==> src/rtl/core/firrb_pkg.sv <==
// Package of the FIR filter block: sizes, coefficient table and state encoding.
// Used by every module of the block; depends on nothing.
`default_nettype none

package firrb_pkg;

  localparam int unsigned TAPS_DEF        = 15;
  localparam int unsigned SAMPLE_BITS_DEF = 16;
  localparam int unsigned FRAC_BITS       = 15;
  localparam int unsigned COEF_W          = 16;
  localparam int unsigned COEF_IDX_W      = 6;
  // Must stay a power of two so that the queue pointers wrap on their own.
  localparam int unsigned QUEUE_DEPTH     = 2;

  typedef enum logic [1:0] {
    ST_IDLE,
    ST_RUN,
    ST_WRITE
  } firrb_state_e;

  // Symmetric low-pass taps in Q1.15; taps beyond the fifteenth are zero.
  function automatic logic signed [COEF_W-1:0] coeff(input logic [COEF_IDX_W-1:0] idx);
    logic signed [COEF_W-1:0] c;
    case (idx)
      6'd0:    c = -16'sd115;
      6'd1:    c = -16'sd128;
      6'd2:    c = 16'sd0;
      6'd3:    c = 16'sd672;
      6'd4:    c = 16'sd2123;
      6'd5:    c = 16'sd4099;
      6'd6:    c = 16'sd5852;
      6'd7:    c = 16'sd6554;
      6'd8:    c = 16'sd5852;
      6'd9:    c = 16'sd4099;
      6'd10:   c = 16'sd2123;
      6'd11:   c = 16'sd672;
      6'd12:   c = 16'sd0;
      6'd13:   c = -16'sd128;
      6'd14:   c = -16'sd115;
      default: c = '0;
    endcase
    return c;
  endfunction

endpackage

`default_nettype wire

==> src/rtl/core/firrb_if.sv <==
// Valid/ready channel interfaces for the filter's samples and results.
// Depends on nothing; widths come from the WIDTH parameter.
`default_nettype none

interface firrb_sample_if #(
  parameter int unsigned WIDTH = 16
) ();
  logic                    valid;
  logic                    ready;
  logic signed [WIDTH-1:0] sample;

  modport source (output valid, output sample, input ready);
  modport sink   (input valid, input sample, output ready);
endinterface

interface firrb_filtered_if #(
  parameter int unsigned WIDTH = 16
) ();
  logic                    valid;
  logic                    ready;
  logic signed [WIDTH-1:0] filtered;

  modport source (output valid, output filtered, input ready);
  modport sink   (input valid, input filtered, output ready);
endinterface

`default_nettype wire

==> src/rtl/core/firrb_front.sv <==
// Front end of the filter: accepts input items into a short sample queue.
// Depends on firrb_pkg and firrb_sample_if.
`default_nettype none

module firrb_front #(
  parameter int unsigned SAMPLE_BITS = firrb_pkg::SAMPLE_BITS_DEF
) (
  input  wire logic      clk_i,
  input  wire logic      rst_ni,
  firrb_sample_if.sink   in_i,
  firrb_sample_if.source q_o
);

  localparam int unsigned DEPTH = firrb_pkg::QUEUE_DEPTH;
  localparam int unsigned IDX_W = (DEPTH > 1) ? $clog2(DEPTH) : 1;
  localparam int unsigned CNT_W = $clog2(DEPTH + 1);
  localparam logic [CNT_W-1:0] FULL = CNT_W'(DEPTH);

  logic signed [SAMPLE_BITS-1:0] slot_q [DEPTH];
  logic [IDX_W-1:0]              wr_q, wr_d;
  logic [IDX_W-1:0]              rd_q, rd_d;
  logic [CNT_W-1:0]              cnt_q, cnt_d;
  logic                          push, pop;

  assign in_i.ready = (cnt_q != FULL);
  assign q_o.valid  = (cnt_q != '0);
  assign q_o.sample = slot_q[rd_q];

  assign push = in_i.valid && in_i.ready;
  assign pop  = q_o.valid && q_o.ready;

  always_comb begin
    wr_d  = push ? wr_q + IDX_W'(1) : wr_q;
    rd_d  = pop ? rd_q + IDX_W'(1) : rd_q;
    cnt_d = cnt_q;
    if (push && !pop) begin
      cnt_d = cnt_q + CNT_W'(1);
    end else if (pop && !push) begin
      cnt_d = cnt_q - CNT_W'(1);
    end
  end

  always_ff @(posedge clk_i or negedge rst_ni) begin
    if (!rst_ni) begin
      wr_q  <= '0;
      rd_q  <= '0;
      cnt_q <= '0;
    end else begin
      wr_q  <= wr_d;
      rd_q  <= rd_d;
      cnt_q <= cnt_d;
    end
  end

  always_ff @(posedge clk_i) begin
    if (push) begin
      slot_q[wr_q] <= in_i.sample;
    end
  end

endmodule

`default_nettype wire

==> src/rtl/core/firrb_mac.sv <==
// Back end of the filter: ring store of past samples, one shared multiply-
// accumulate unit stepped over the taps, rounding, saturation and result register.
// Depends on firrb_pkg, firrb_sample_if and firrb_filtered_if.
`default_nettype none

module firrb_mac #(
  parameter int unsigned TAPS        = firrb_pkg::TAPS_DEF,
  parameter int unsigned SAMPLE_BITS = firrb_pkg::SAMPLE_BITS_DEF
) (
  input  wire logic        clk_i,
  input  wire logic        rst_ni,
  firrb_sample_if.sink     q_i,
  firrb_filtered_if.source out_o
);

  localparam int unsigned PTR_W  = $clog2(TAPS);
  localparam int unsigned CNT_W  = $clog2(TAPS + 1);
  localparam int unsigned CW     = firrb_pkg::COEF_W;
  localparam int unsigned CIW    = firrb_pkg::COEF_IDX_W;
  localparam int unsigned FB     = firrb_pkg::FRAC_BITS;
  localparam int unsigned PROD_W = SAMPLE_BITS + CW;
  localparam int unsigned ACC_W  = PROD_W + $clog2(TAPS) + 1;

  localparam logic [PTR_W-1:0] LAST_PTR  = PTR_W'(TAPS - 1);
  localparam logic [CNT_W-1:0] TAP_COUNT = CNT_W'(TAPS);
  localparam logic signed [ACC_W-1:0] HALF = ACC_W'(1) << (FB - 1);
  localparam logic signed [ACC_W-1:0] SAT_MAX =
    {{(ACC_W - SAMPLE_BITS + 1){1'b0}}, {(SAMPLE_BITS - 1){1'b1}}};
  localparam logic signed [ACC_W-1:0] SAT_MIN =
    {{(ACC_W - SAMPLE_BITS + 1){1'b1}}, {(SAMPLE_BITS - 1){1'b0}}};

  firrb_pkg::firrb_state_e state_q, state_d;

  logic signed [SAMPLE_BITS-1:0] mem_q [TAPS];
  logic [TAPS-1:0]               valid_q;
  logic [PTR_W-1:0]              wp_q;
  logic [CNT_W-1:0]              iss_cnt_q;
  logic [PTR_W-1:0]              iss_addr_q;
  logic                          s1_v_q, s2_v_q, rd_ok_q;
  logic signed [SAMPLE_BITS-1:0] rd_data_q;
  logic signed [CW-1:0]          coef_q;
  logic signed [PROD_W-1:0]      prod_q;
  logic signed [ACC_W-1:0]       acc_q;
  logic                          out_valid_q;
  logic signed [SAMPLE_BITS-1:0] out_data_q;

  logic                          pop, issue, iss_done, out_load;
  logic signed [SAMPLE_BITS-1:0] sample_eff;
  logic signed [ACC_W-1:0]       rounded, shifted;
  logic signed [SAMPLE_BITS-1:0] sat_res;

  assign iss_done = (iss_cnt_q == TAP_COUNT);

  // Next state.
  always_comb begin
    state_d = state_q;
    case (state_q)
      firrb_pkg::ST_IDLE: begin
        if (q_i.valid) begin
          state_d = firrb_pkg::ST_RUN;
        end
      end
      firrb_pkg::ST_RUN: begin
        if (iss_done && !s1_v_q && !s2_v_q) begin
          state_d = firrb_pkg::ST_WRITE;
        end
      end
      firrb_pkg::ST_WRITE: begin
        if (!out_valid_q || out_o.ready) begin
          state_d = firrb_pkg::ST_IDLE;
        end
      end
      default: state_d = firrb_pkg::ST_IDLE;
    endcase
  end

  // State outputs.
  always_comb begin
    q_i.ready = 1'b0;
    issue     = 1'b0;
    out_load  = 1'b0;
    case (state_q)
      firrb_pkg::ST_IDLE:  q_i.ready = 1'b1;
      firrb_pkg::ST_RUN:   issue = !iss_done;
      firrb_pkg::ST_WRITE: out_load = !out_valid_q || out_o.ready;
      default: ;
    endcase
  end

  assign pop = q_i.valid && q_i.ready;

  // Entries never written since reset read as zero.
  assign sample_eff = rd_ok_q ? rd_data_q : '0;

  // Round half up, then floor shift back to Q1.15 and clamp.
  assign rounded = acc_q + HALF;
  assign shifted = rounded >>> FB;
  always_comb begin
    if (shifted > SAT_MAX) begin
      sat_res = SAT_MAX[SAMPLE_BITS-1:0];
    end else if (shifted < SAT_MIN) begin
      sat_res = SAT_MIN[SAMPLE_BITS-1:0];
    end else begin
      sat_res = shifted[SAMPLE_BITS-1:0];
    end
  end

  assign out_o.valid    = out_valid_q;
  assign out_o.filtered = out_data_q;

  always_ff @(posedge clk_i or negedge rst_ni) begin
    if (!rst_ni) begin
      state_q     <= firrb_pkg::ST_IDLE;
      valid_q     <= '0;
      wp_q        <= '0;
      iss_cnt_q   <= TAP_COUNT;
      iss_addr_q  <= '0;
      s1_v_q      <= 1'b0;
      s2_v_q      <= 1'b0;
      rd_ok_q     <= 1'b0;
      out_valid_q <= 1'b0;
    end else begin
      state_q <= state_d;
      s1_v_q  <= issue;
      s2_v_q  <= s1_v_q;
      if (pop) begin
        valid_q[wp_q] <= 1'b1;
        wp_q          <= (wp_q == LAST_PTR) ? '0 : wp_q + PTR_W'(1);
        iss_cnt_q     <= '0;
        // The newest sample is tap 0; older ones sit at falling positions.
        iss_addr_q    <= wp_q;
      end else if (issue) begin
        iss_cnt_q  <= iss_cnt_q + CNT_W'(1);
        iss_addr_q <= (iss_addr_q == '0) ? LAST_PTR : iss_addr_q - PTR_W'(1);
      end
      if (issue) begin
        rd_ok_q <= valid_q[iss_addr_q];
      end
      if (out_load) begin
        out_valid_q <= 1'b1;
      end else if (out_o.ready) begin
        out_valid_q <= 1'b0;
      end
    end
  end

  always_ff @(posedge clk_i) begin
    if (pop) begin
      mem_q[wp_q] <= q_i.sample;
    end
    if (issue) begin
      rd_data_q <= mem_q[iss_addr_q];
      coef_q    <= firrb_pkg::coeff(CIW'(iss_cnt_q));
    end
    if (s1_v_q) begin
      prod_q <= sample_eff * coef_q;
    end
    if (pop) begin
      acc_q <= '0;
    end else if (s2_v_q) begin
      acc_q <= acc_q + ACC_W'(prod_q);
    end
    if (out_load) begin
      out_data_q <= sat_res;
    end
  end

endmodule

`default_nettype wire

==> src/rtl/core/fir_filter_ring_buffer_top.sv <==
// Direct-form low-pass FIR filter with a ring store of past samples.
//
// Channels: in_i carries one signed Q1.15 sample per item, out_o one filtered
// Q1.15 sample per item; both use valid/ready and move an item when both are high.
// Every input item gives exactly one result item, in order.
// A two-entry sample queue takes items while the back end is busy, and the
// result register holds a finished result while the back end starts on the next.
// The back end steps one shared multiplier over the taps, one tap per cycle, and
// takes no new item before the last one is in the result register; that loop
// sets the sustained throughput.
// Reset clears the ring store (older samples read as zero until written), the
// write position, the queue and the result register.
// When the receiver stalls, the result is held; the back end finishes the next
// item and waits for the register, and the queue fills and then drops ready.
// Depends on firrb_pkg, firrb_if, firrb_front and firrb_mac.
`default_nettype none

module fir_filter_ring_buffer_top #(
  parameter int unsigned TAPS        = firrb_pkg::TAPS_DEF,
  parameter int unsigned SAMPLE_BITS = firrb_pkg::SAMPLE_BITS_DEF
) (
  input  wire logic        clk_i,
  input  wire logic        rst_ni,
  firrb_sample_if.sink     in_i,
  firrb_filtered_if.source out_o
);

  firrb_sample_if #(.WIDTH(SAMPLE_BITS)) q_if ();

  firrb_front #(
    .SAMPLE_BITS (SAMPLE_BITS)
  ) u_front (
    .clk_i  (clk_i),
    .rst_ni (rst_ni),
    .in_i   (in_i),
    .q_o    (q_if)
  );

  firrb_mac #(
    .TAPS        (TAPS),
    .SAMPLE_BITS (SAMPLE_BITS)
  ) u_mac (
    .clk_i  (clk_i),
    .rst_ni (rst_ni),
    .q_i    (q_if),
    .out_o  (out_o)
  );

endmodule

`default_nettype wire

==> src/flat_wrapper.sv <==
// flat-port wrapper written by rule: the top's interface ports become plain ports
module fir_filter_ring_buffer_top_flat 
#(
  parameter int unsigned TAPS        = firrb_pkg::TAPS_DEF,
  parameter int unsigned SAMPLE_BITS = firrb_pkg::SAMPLE_BITS_DEF
)
  (clk_i, rst_ni, in_i_valid, in_i_sample, in_i_ready, out_o_valid, out_o_filtered, out_o_ready);
  firrb_sample_if #(.WIDTH((firrb_pkg::SAMPLE_BITS_DEF))) in_i_i ();
  firrb_filtered_if #(.WIDTH((firrb_pkg::SAMPLE_BITS_DEF))) out_o_i ();
  input  wire logic clk_i;
  input  wire logic rst_ni;
  input wire logic [$bits(in_i_i.valid)-1:0] in_i_valid;
  input wire logic [$bits(in_i_i.sample)-1:0] in_i_sample;
  output wire logic [$bits(in_i_i.ready)-1:0] in_i_ready;
  output wire logic [$bits(out_o_i.valid)-1:0] out_o_valid;
  output wire logic [$bits(out_o_i.filtered)-1:0] out_o_filtered;
  input wire logic [$bits(out_o_i.ready)-1:0] out_o_ready;
  assign in_i_i.valid = in_i_valid;
  assign in_i_i.sample = in_i_sample;
  assign in_i_ready = in_i_i.ready;
  assign out_o_valid = out_o_i.valid;
  assign out_o_filtered = out_o_i.filtered;
  assign out_o_i.ready = out_o_ready;
  fir_filter_ring_buffer_top #(.TAPS(TAPS), .SAMPLE_BITS(SAMPLE_BITS)) u_core (.clk_i(clk_i), .rst_ni(rst_ni), .in_i(in_i_i), .out_o(out_o_i));
endmodule
==> config.mk <==
export PLATFORM = sky130hd
export DESIGN_NAME = fir_filter_ring_buffer_top_flat
export DESIGN_NICKNAME = d
export VERILOG_FILES = /design/src/rtl/core/firrb_pkg.sv /design/src/rtl/core/firrb_if.sv /design/src/rtl/core/firrb_front.sv /design/src/rtl/core/firrb_mac.sv /design/src/rtl/core/fir_filter_ring_buffer_top.sv /design/src/flat_wrapper.sv
export SDC_FILE = /design/constraint.sdc
export NUM_CORES = 1
export LEC_CHECK = 0
export BUFFER_PORTS_ARGS = -buffer_cell sky130_fd_sc_hd__buf_2
export CAP_MARGIN = 20
export CORE_AREA = 8 8 273 196
export CTS_CLUSTER_DIAMETER = 150
export DETAILED_ROUTE_END_ITERATION = 10
export DIE_AREA = 0 0 281 204
export PLACE_DENSITY = 0.82
export RECOVER_POWER = 50
export SETUP_SLACK_MARGIN = 0.15
export SYNTH_ARGS = -nofsm -noshare
export SYNTH_HDL_FRONTEND = slang
export SYNTH_HIERARCHICAL = 1
export SYNTH_SLANG_ARGS = --single-unit
==> constraint.sdc <==
create_clock -name clk_i -period 6.3 [get_ports clk_i]
set_input_delay 1.26 -clock clk_i [delete_from_list [all_inputs] [get_ports clk_i]]
set_output_delay 1.26 -clock clk_i [all_outputs]
set_load 0.005 [all_outputs]
Yosys cells after proc, flatten, opt, wreduce, memory -nomap -nowiden

Memory sizes are Yosys's and may differ from the RTL's. A register that Yosys moved wholly into a read port is not among the register bits.
Cells that the tools add are included.
Widths: inputs -> output; s select.

$add $sub $neg: 9
$mul: 1
Order comparisons: 5
Eq/ne operators: 8
Muxes and demuxes: 27
Bitwise logic cells: 1
Reductions and logical operators: 21

Operators with widths:

| cell                   | count |
|---|---|
| $add 37x16->37 const B | 1 |
| $add 37x32->37         | 1 |
| $mul 16x16->32         | 1 |
| $mux 16                | 2 |
| $mux 4                 | 6 |
| $gt 22x16->1 const B   | 1 |
| $lt 22x16->1 const B   | 1 |
| $or 15x15->15          | 1 |
| $mux 1                 | 11 |
| $lt 4x5->1 const B     | 2 |
| $mux 2                 | 5 |
| $add 4x1->4 const B    | 2 |
| $eq 4x4->1 const B     | 2 |
| $reduce_bool 2->1      | 4 |
| $logic_and 1x1->1      | 7 |
| $logic_not 1->1        | 6 |
| $ne 2x2->1 const B     | 3 |
| $pmux 2 s3             | 1 |
| $bmux 1 s4             | 1 |
| $demux 1 s4            | 1 |
| $ge 4x1->1 const B     | 1 |
| $logic_not 4->1        | 1 |
| $sub 4x1->4 const B    | 1 |
| $reduce_and 3->1       | 1 |
| 8 further kinds        | 9 |

Register bits after elaboration: 122
Memory bits (writable): 272
Bits in read-only memories: 256
Bits of input ports: 20
Output and inout bits: 18
Logic and storage cells: 90
Memories: 3

Memories:

| name                  | depth | bits a word | read ports | clocked after Yosys merged registers in | write ports | line              | source |
|---|---|---|---|---|---|---|---|
| (no name shown)       | 16    | 16          | 1          | 1                                       | 0           | firrb_pkg.sv:24   | `case (idx)` |
| u_core.u_mac.mem_q    | 15    | 16          | 1          | 1                                       | 1           | firrb_mac.sv:34   | `logic signed [SAMPLE_BITS-1:0] mem_q [TAPS];` |
| u_core.u_front.slot_q | 2     | 16          | 1          | 0                                       | 1           | firrb_front.sv:19 | `logic signed [SAMPLE_BITS-1:0] slot_q [DEPTH];` |

Logic depth before layout (Yosys ltp)

Depth in word-level cells: 6
Mapped depth: 26

By module

Netlist, hierarchy kept.

By module, submodules not included:

| module      | times used | cells an instance | area each (sq um) |
|---|---|---|---|
| firrb_mac   | 1          | 2234              | 26765.7 |
| firrb_front | 1          | 68                | 1402.6 |

Least setup slack after synthesis

Ideal clock, no wire load.

Path kind: reg-to-reg
Start point: reg u_core.u_mac.rd_ok_q
End point: reg u_core.u_mac.prod_q[28], data pin
Setup time: 0.259 ns
Arrival time: 6.273 ns
Data required time: 6.041 ns
Path slack: -0.232 ns
Cell stages (with the launch flop): 25
Path buffers: 3
Path through: dfrtp_1 -> clkbuf_1 -> clkbuf_1 -> and2_1 -> clkbuf_1 -> nand2_1 -> fa_1 -> fa_1 -> fa_1 -> inv_1 -> fa_1 -> fa_1 -> inv_1 -> fa_1 -> inv_1 -> ha_1 -> a21o_1 -> a21o_1 -> a211o_1 -> a211oi_2 -> o31ai_2 -> a41oi_2 -> nand2b_1 -> a21oi_1 -> xnor2_1

Longest elaborated chain between the ends: 2

RTL lines:

| what                     | line             | source |
|---|---|---|
| start: declaration       | firrb_mac.sv:39  | `logic s1_v_q, s2_v_q, rd_ok_q;` |
| start signal: assignment | firrb_mac.sv:137 | `rd_ok_q <= valid_q[iss_addr_q];` |
| $mux 16                  | firrb_mac.sv:93  | `assign sample_eff = rd_ok_q ? rd_data_q : '0;` |
| $mul 16x16->32           | firrb_mac.sv:156 | `prod_q <= sample_eff * coef_q;` |
| end signal: assignment   | firrb_mac.sv:156 |  |
| end: declaration         | firrb_mac.sv:42  | `logic signed [PROD_W-1:0] prod_q;` |

No other way between the ends.
A chain may end at the register's enable or synchronous reset.

Final worst setup path

Same ends and word-level chain as after synthesis.

==> impl_metrics.py <==
metrics = {
    "critical_path": {
        "r2r_cells": 24,
        "critPathMaxFanout": 27,
        "critPathCaptureType": "register",
        "cp_data_arrival_time_ns": 6.82,
        "slowest_delay_ns": 0.57,
        "start_kind": "register",
        "setup.worst_path.start": "u_core/u_mac/rd_ok_q",
        "worstPathCellList": "buf_12 > and2_1 > buf_4 > nand2_1 > fa_1 > inv_1 > fa_1 > fa_2 > fa_1 > fa_1 > inv_1 > fa_1 > inv_1 > ha_1 > a21oi_2 > nand2_1 > or3_1 > a211oi_2 > buf_4 > o31ai_4 > a41oi_2 > nand2b_1 > a21oi_2 > xnor2_1",
        "cp_top_family": "adder cells",
        "slowest_stage": "fa_1",
        "worstSetupPathType": "reg2reg",
        "r2r_slack_ns": -0.18,
        "crit_required_ns": 6.64,
        "crit-reg2reg-launch": "u_core/u_mac/rd_ok_q",
        "crit_top_cell": "fa_1",
        "path_buf_inv": 6,
        "reg2reg_to": "u_core/u_mac/prod_q[28]",
    },
    "global_routing": {
        "antenna_found_initial": 0,
        "track_usage_pct": 24.1,
        "grt_pass1_vias": 19800,
        "grt_start_max_net_pins": 88,
        "gr-total-overflow": 0,
        "grt_pass1_wl_mm": 108,
    },
    "route": {
        "vias_per_cell": 5.95,
        "wire_per_inst_um": 21.4,
        "wl_mm": 68.0,
        "firstDrtPassIters": 5,
        "initialDrtViolationCount": 1739,
        "drc_errors": 0,
        "vias": 18900,
        "detail-route-antenna-nets": 0,
    },
    "timing": {
        "finalSetupViolations": 6,
        "post-route-period-util_pct": 103,
        "fin_crit_ns": 6.48,
        "tightest_slew_ns": 2.09,
        "final_hold_viol_count": 0,
        "max_freq_ghz": 0.154,
        "grt_setup_unrepaired": "yes",
        "slew_viol_final": 73,
        "postLayoutSetupSlackWorst_ns": -0.180,
        "slew_headroom_pct": -39.4,
        "fin_skew_ns": 0.0525,
    },
    "layout": {
        "fin_cells": 3172,
        "area_delta_synth_final_pct": 13.3,
        "drive_gt1_share_pct": 18.9,
        "nFillCells": 3524,
        "final-seq-area_um2": 12200,
        "antenna-diode-count": 0,
        "multiInputGateArea_um2": 14700,
        "nNetsFinal": 2871,
    },
    "synth": {
        "synth_edf_count": 350,
        "synth_seq_cells": 424,
        "synthArstFlopShare_pct": 8.73,
        "avgSynthCellArea_um2": 12.2,
        "synthCells": 2302,
        "ys_seq_area_share_pct": 43.2,
        "ys_warn_count": 6,
        "syn_nets": 2708,
        "yosysUniqueCellTypes": 82,
        "synth_flop_cell": "edfxtp_1",
        "syn_area_um2": 28200,
    },
    "floorplanning": {
        "die_w_um": 281,
        "io_pins": 38,
        "dieArea_um2": 57300,
        "core.rowCount": 69,
        "initial_utilization_pct": 56.7,
        "die_h_um": 204,
        "core-area_um2": 49600,
    },
    "min_path": {
        "worstHoldStart": "u_core/u_mac/valid_q[5]",
        "min_delay_path_depth": 1,
        "hold_end": "u_core/u_mac/valid_q[5]",
        "hold_class": "reg2reg",
    },
    "clock_tree": {
        "cts_made_buffers": 41,
        "clock_latency_ns": 0.59,
        "clock_path_buffers": 3,
        "ctsRootBufferMaster": "clkbuf_16",
        "cts_sinks": 424,
        "cts_tree": "built",
        "cts_hold_buf": 0,
        "h-tree-depth": 2,
        "path_clk_slew_ns": 0.07,
    },
    "place": {
        "post-place-ws_ns": -0.330,
        "gp_congestion": 0.978,
        "port_buffers": 37,
        "hpwl_mm": 49.1,
        "dp_cells": 3092,
    },
    "outcome": {
        "status": "complete, but fails checks",
        "failed_checks": "capacitance limit, slew limit, setup timing",
    },
    "job": {
        "maxCapViolCount": 2,
    },
}
[state kept, by name (all words and copies together), names as in the netlist]
register                     count
u_core/u_front/cnt_q             2
u_core/u_front/rd_q              1
u_core/u_front/slot_q           32
u_core/u_front/wr_q              1
u_core/u_mac/acc_q              37
u_core/u_mac/coef_q             14
u_core/u_mac/iss_addr_q          4
u_core/u_mac/iss_cnt_q           4
u_core/u_mac/mem_q             240
u_core/u_mac/out_o.filtered     16
u_core/u_mac/out_o.valid         1
u_core/u_mac/prod_q             32
u_core/u_mac/rd_data_q          16
u_core/u_mac/rd_ok_q             1
u_core/u_mac/s1_v_q              1
u_core/u_mac/s2_v_q              1
u_core/u_mac/state_q             2
u_core/u_mac/valid_q            15
u_core/u_mac/wp_q                4
[synthesized netlist by cell type, types with 16 or more instances]
master / count / share of area (%)
clkbuf_1: 79 / 1.1
inv_1: 313 / 4.2
mux2i_1: 38 / 1.4
mux4_2: 68 / 5.4
nand2b_1: 19 / 0.42
xor2_1: 29 / 0.90
a21o_1: 33 / 0.88
fa_1: 257 / 18
nand3_1: 28 / 0.50
edfxtp_1: 350 / 37
or2_2: 17 / 0.38
xnor2_1: 64 / 2.0
nand2_1: 185 / 2.5
o21ai_0: 77 / 1.4
and2_1: 20 / 0.44
dfrtp_1: 33 / 2.9
nor2_1: 108 / 1.4
a21oi_1: 91 / 1.6
dfxtp_1: 37 / 2.6
nor3_1: 16 / 0.28
and3_1: 128 / 2.8
ha_1: 129 / 5.7
[cells in the final DEF (no fill, tap or decap), drive strengths merged, types with 34 or more instances in the layout]
cell type / count
a21o: 34
clkbuf: 53
dfxtp: 37
xnor2: 64
a21oi: 92
buf: 213
nand2: 186
edfxtp: 350
nor2: 109
inv: 318
ha: 129
fa: 257
o21ai: 85
mux4: 68
and3: 128
mux2i: 38
[repair_timing]
item | 4_1_cts | 5_1_grt
setup endpoints to repair | 12 | 17
pin swaps | 19 | 7
buffers inserted | 2 | 2
gates resized for setup | 35 | 25
gates cloned | 0 | 0
endpoints found under the hold margin | 0 | 0
[metal layers]
| layer | GRT usage (%) | routed length (um) |
|---|---|---|
| met4 | 7.43 | 1990 |
| met3 | 4.81 | 6730 |
| met1 | 33.9 | 27900 |
| met5 | 0 | 0 |
| met2 | 37.8 | 31400 |
[worst max-delay path by stage]
| stage | end | depth (start not counted) | slack [ns] |
|---|---|---|---|
| CTS | u_core/u_mac/prod_q[28] | 23 | -0.13 |
| detailed placement | u_core/u_mac/prod_q[30] | 24 | -0.33 |
| finish | u_core/u_mac/prod_q[28] | 24 | -0.18 |
| global route | u_core/u_mac/prod_q[29] | 25 | -0.40 |
| floorplan | u_core/u_mac/prod_q[28] | 24 | 0.13 |
| global placement | u_core/u_mac/prod_q[30] | 23 | -0.15 |
[cell families after synthesis]
family                     after synthesis  synth area share [%]
and+or+nand+nor                        570                  10.1
DFF                                    424                  43.2
muxes                                  122                  7.55
AOI/OAI and AO/OA                      291                  6.42
xor gates and xnor gates                94                  2.95
buffers and inverters                  415                  5.72
adders and majority gates              386                  24.0
[stage by stage]
stage | TNS (ns) | hold WS [ns] | instance area, um2 | utilization, %
2_1_floorplan | 0 | 0.434 | 28300 | -
6_report | -0.627 | 0.476 | 31900 | 64.3
5_1_grt | -2.86 | 0.488 | 31900 | 64.3
3_5_place_dp | -1.61 | 0.456 | 30300 | 61.1
4_1_cts | -0.524 | 0.473 | 31800 | 64.1
3_3_place_gp | -0.537 | 0.446 | 30300 | 61.1
[cell type report]
class	count	area share, %
Tap cell	674	2.64
Sequential cell	424	38.2
Multi-Input combinational cell	1463	45.9
Timing Repair Buffer	220	5.28
Inverter	315	3.70
Clock buffer	46	3.34
Clock inverter	30	0.956
Power is not shown: default switching activity piles up to over one toggle a cycle in this logic, so the estimate is an artifact.
